[config.mk]
export PLATFORM = sky130hd
export DESIGN_NAME = swm_cell
export DESIGN_NICKNAME = d
export VERILOG_FILES = /design/src/rtl/swm_pkg.sv /design/src/rtl/swm_cell.sv
export SDC_FILE = /design/constraint.sdc
export NUM_CORES = 1
export LEC_CHECK = 0
export BUFFER_PORTS_ARGS = -buffer_cell sky130_fd_sc_hd__buf_2
export CAP_MARGIN = 20
export CELL_PAD_IN_SITES_DETAIL_PLACEMENT = 1
export CELL_PAD_IN_SITES_GLOBAL_PLACEMENT = 1
export CORE_MARGIN = 2
export CORE_UTILIZATION = 29
export CTS_CLUSTER_SIZE = 8
export DETAILED_ROUTE_END_ITERATION = 16
export GPL_TIMING_DRIVEN = 0
export HOLD_SLACK_MARGIN = 0.12
export PLACE_DENSITY_LB_ADDON = 0.12
export RECOVER_POWER = 50
export SLEW_MARGIN = 15
export SYNTH_ARGS = -nofsm -noshare
export SYNTH_HDL_FRONTEND = slang
export SYNTH_SLANG_ARGS = --single-unit
[constraint.sdc]
create_clock -name clk -period 4.2 [get_ports clk]
set_clock_uncertainty 0.2 [all_clocks]
set_input_delay 1.05 -clock clk [delete_from_list [all_inputs] [get_ports clk]]
set_output_delay 1.05 -clock clk [all_outputs]
set_load 0.05 [all_outputs]
[src/rtl/swm_pkg.sv]
`timescale 1ns / 1ps

package swm_pkg;

    localparam int SAMPLE_W = 32;
    localparam int CFG_W    = 7;

    localparam logic             REG_WINDOW_SIZE   = 1'b0;
    localparam logic [CFG_W-1:0] WINDOW_SIZE_RESET = 7'd3;

    typedef enum logic [1:0] {
        CELL_HOLD,
        CELL_DROP,
        CELL_SQUEEZE,
        CELL_INSERT
    } cell_op_t;

    typedef enum logic [1:0] {
        ST_IDLE,
        ST_PACK,
        ST_EMIT
    } state_t;

    typedef struct packed {
        cell_op_t                    op;
        logic                        restart;
        logic signed [SAMPLE_W-1:0]  sample;
    } cell_ctrl_t;

endpackage

[src/rtl/swm_cell.sv]
`timescale 1ns / 1ps

module swm_cell
    import swm_pkg::*;
#(
    parameter int AGE_W = 6,
    parameter int WIN_W = 7
)
(
    input  logic                       clk,
    input  logic                       rst_n,
    input  cell_ctrl_t                 ctrl,
    input  logic [WIN_W-1:0]           win,
    input  logic                       left_valid,
    input  logic signed [SAMPLE_W-1:0] left_value,
    input  logic [AGE_W-1:0]           left_age,
    input  logic                       left_gt,
    input  logic                       right_valid,
    input  logic signed [SAMPLE_W-1:0] right_value,
    input  logic [AGE_W-1:0]           right_age,
    input  logic                       hole_in,
    output logic                       valid,
    output logic signed [SAMPLE_W-1:0] value,
    output logic [AGE_W-1:0]           age,
    output logic                       gt,
    output logic                       hole_out,
    output logic                       gap
);

    localparam int CW = AGE_W + WIN_W;

    logic                       valid_reg;
    logic                       valid_next;
    logic signed [SAMPLE_W-1:0] value_reg;
    logic signed [SAMPLE_W-1:0] value_next;
    logic [AGE_W-1:0]           age_reg;
    logic [AGE_W-1:0]           age_next;
    logic                       keep;

    assign gt       = !valid_reg || (value_reg > ctrl.sample);
    assign hole_out = hole_in || !valid_reg;
    assign gap      = hole_in && valid_reg;
    assign keep     = (CW'(age_reg) + CW'(1)) < CW'(win);

    always_comb
    begin
        valid_next = valid_reg;
        value_next = value_reg;
        age_next   = age_reg;
        unique case (ctrl.op)
            CELL_HOLD:
            begin
            end
            CELL_DROP:
            begin
                valid_next = valid_reg && !ctrl.restart && keep;
                age_next   = age_reg + AGE_W'(1);
            end
            CELL_SQUEEZE:
            begin
                if (hole_out)
                begin
                    valid_next = right_valid;
                    value_next = right_value;
                    age_next   = right_age;
                end
            end
            CELL_INSERT:
            begin
                if (left_gt)
                begin
                    valid_next = left_valid;
                    value_next = left_value;
                    age_next   = left_age;
                end
                else if (gt)
                begin
                    valid_next = 1'b1;
                    value_next = ctrl.sample;
                    age_next   = '0;
                end
            end
            default:
            begin
            end
        endcase
    end

    always_ff @(posedge clk or negedge rst_n)
    begin
        if (!rst_n)
        begin
            valid_reg <= 1'b0;
        end
        else
        begin
            valid_reg <= valid_next;
        end
    end

    always_ff @(posedge clk)
    begin
        value_reg <= value_next;
        age_reg   <= age_next;
    end

    assign valid = valid_reg;
    assign value = value_reg;
    assign age   = age_reg;

endmodule

==> flow_summary.json <==
{
  "period_share_pct": 100,
  "hpwl_um": 8100,
  "core_area_um2": 10400,
  "ctsHtreeMaxLevel": 2,
  "cp_top_family": "simple AND/OR/NAND/NOR gates",
  "cts_hold_buf": 0,
  "die_area_um2": 11600,
  "die_h_um": 108,
  "slew_violations": 0,
  "critical_path_buf_inv_count": 3,
  "timing.hold.ws_ps": 325,
  "crit_path_top_delay_cell": "or4_4",
  "drt_iter0_drc": 62,
  "fin_crit_ps": 4200,
  "portBuffers": 162,
  "vias_per_cell": 4.73,
  "ys_warn_count": 0,
  "synth_cells": 342,
  "postRouteAntennaNets": 0,
  "synthTopCellsByCount": "nand2_1 (48), inv_1 (40), ha_1 (39), o21ai_0 (39), edfxtp_1 (38)",
  "numClockSinks": 39,
  "grt_pass1_wl_um": 15800,
  "rsz0062_at_grt": "yes",
  "area_delta_synth_final_pct": 41.7,
  "synth-async-reset-ratio_pct": 2.56,
  "syn_area_um2": 3120,
  "peakVddDrop_uv": 106,
  "ys_seq_area_share_pct": 37.4,
  "synth_area_leaders": "edfxtp_1 (37%), ha_1 (16%), mux2i_1 (11%)",
  "synth_flop_cell": "edfxtp_1",
  "syn_avg_cell_area_um2": 9.11,
  "clock_latency_ps": 290,
  "grt_pass1_vias": 3256,
  "grt.total_usage_pct": 17.3,
  "num_antenna_cells": 0,
  "path_cells": "buf_8 > inv_4 > ha_4 > nand4_1 > or4_4 > nor3_4 > o31a_2 > o21bai_4 > o21ai_2 > buf_6",
  "violations": "negative setup slack",
  "synth_seq_cells": 39,
  "cts_made_buffers": 5,
  "wirelength_um": 10100,
  "status": "finished with violations",
  "hold_class": "in2async",
  "slew-limit-headroom_pct": 44.9,
  "gp_congestion": 0.737,
  "path_depth": 10,
  "drive_above_1_share_pct": 31.1,
  "wl_per_cell_um": 15.3,
  "remaining_drc_errors": 0,
  "cts_buffer_depth": 2,
  "critPathMaxStageDelay_ps": 560,
  "final-hold-violation-count": 0,
  "power_leakage_uw": 0.00212,
  "grt_max_degree": 15,
  "max_slew.worst_pin.slew_ps": 827,
  "route.vias.total": 3110,
  "setup_viol": 1,
  "drt-pass1-iter-count": 4,
  "nets": 683,
  "r2r_cells": 10,
  "synth_cell_types": 38,
  "crit_type": "in2out",
  "clock.fmax_mhz": 238,
  "synth_edf_count": 38,
  "fin_tns_setup_ps": -2.86,
  "cts.clk_slew.worst_paths_ps": 80,
  "p_per_area_nw_per_um2": 305,
  "fin_ws_ps": -2.86,
  "yosysMostFrequentCell": "nand2_1",
  "cts_tree": "done",
  "cp.required_ps": 2950,
  "start_util_pct": 30.1,
  "endpoint_kind": "output port",
  "antenna_found_initial": 1,
  "overflow": 0,
  "num_rows": 37,
  "root_buffer": "clkbuf_8",
  "synth_fp_nets": 505,
  "cap_violations": 0,
  "largest_register_ffs": 32,
  "boundaryPins": 166,
  "synth_top_area_cell": "edfxtp_1",
  "crit_arrival_ps": 2950,
  "synth_top_area_share_pct": 36.6,
  "crit_path_max_fanout": 2,
  "die_w_um": 108,
  "total_power_uw": 1350,
  "critPathLaunchType": "primary input"
}
## where the power goes
| part | switching (µW) | internal (µW) |
|---|---|---|
| Sequential | 37.4 | 485 |
| Clock | 143 | 117 |
| Combinational | 366 | 199 |
## timing repair
item	4_1_cts	5_1_grt
endpoints found under the hold margin	0	0
resized for setup	19	9
pin swaps	9	9
buffers inserted	4	3
endpoints found under the setup margin	1	1
cloned	0	0
## worst paths after layout
path / startpoint / to / slack [ps]
worst max-delay path: ctrl[27] / gt / -3
worst min-delay path: rst_n / valid / 320
worst max register to register: value[27] / value[22] / 860
worst min register to register: age[0] / age[0] / 480
max in group asynchronous: rst_n / valid / 3390
min in group clk: age[0] / age[0] / 480
## cell families after synthesis
family	after synthesis	synth area share (%)
compound gates	82	15.3
buf+inv	56	6.82
xor+xnor	4	1.12
fa+ha+maj	39	15.7
flops	39	37.4
simple gates	89	13.0
mux	33	10.6
## cell type report
class	instances	area [µm²]
inverters	40	158
clock inverters	1	5.00
flip-flops and latches	39	1170
plain buffers	16	62.6
fillers	1298	5950
well taps	136	170
multi-input cells	247	1870
repair buffers	171	910
clock buffers	7	76.3
## layout by cell type (no fill, tap or decap), types with 8 or more instances in the layout
master / netlist / final
o21ai_0: 39 / 37
edfxtp_1: 38 / 38
clkbuf_1: 13 / 53
nand2_1: 48 / 48
buf_2: 2 / 121
a21oi_1: 21 / 21
nor2_1: 12 / 12
ha_1: 39 / 32
mux2i_1: 33 / 33
inv_1: 40 / 36
nor2b_1: 8 / 8
## routing by layer
layer	track usage [%]	share of wire [%]	vias up
met3	4.96	7.0	12
li1	-	-	1566
met2	30.6	49	100
met4	3.21	1.4	2
met5	0	0.16	-
met1	21.0	42	1430
## metrics by stage
step | instance area (µm²) | worst slack, ps | instances | utilization (%)
global placement | 4110 | -1060 | 640 | 39.6
floorplan | 3130 | 80.5 | 342 | -
CTS | 4390 | 0.539 | 654 | 42.3
finish | 4420 | -2.86 | 657 | 42.6
global route | 4420 | -72.7 | 657 | 42.6
detailed placement | 4170 | -290 | 642 | 40.2
No activity file was read; power rests on OpenSTA's default activity.
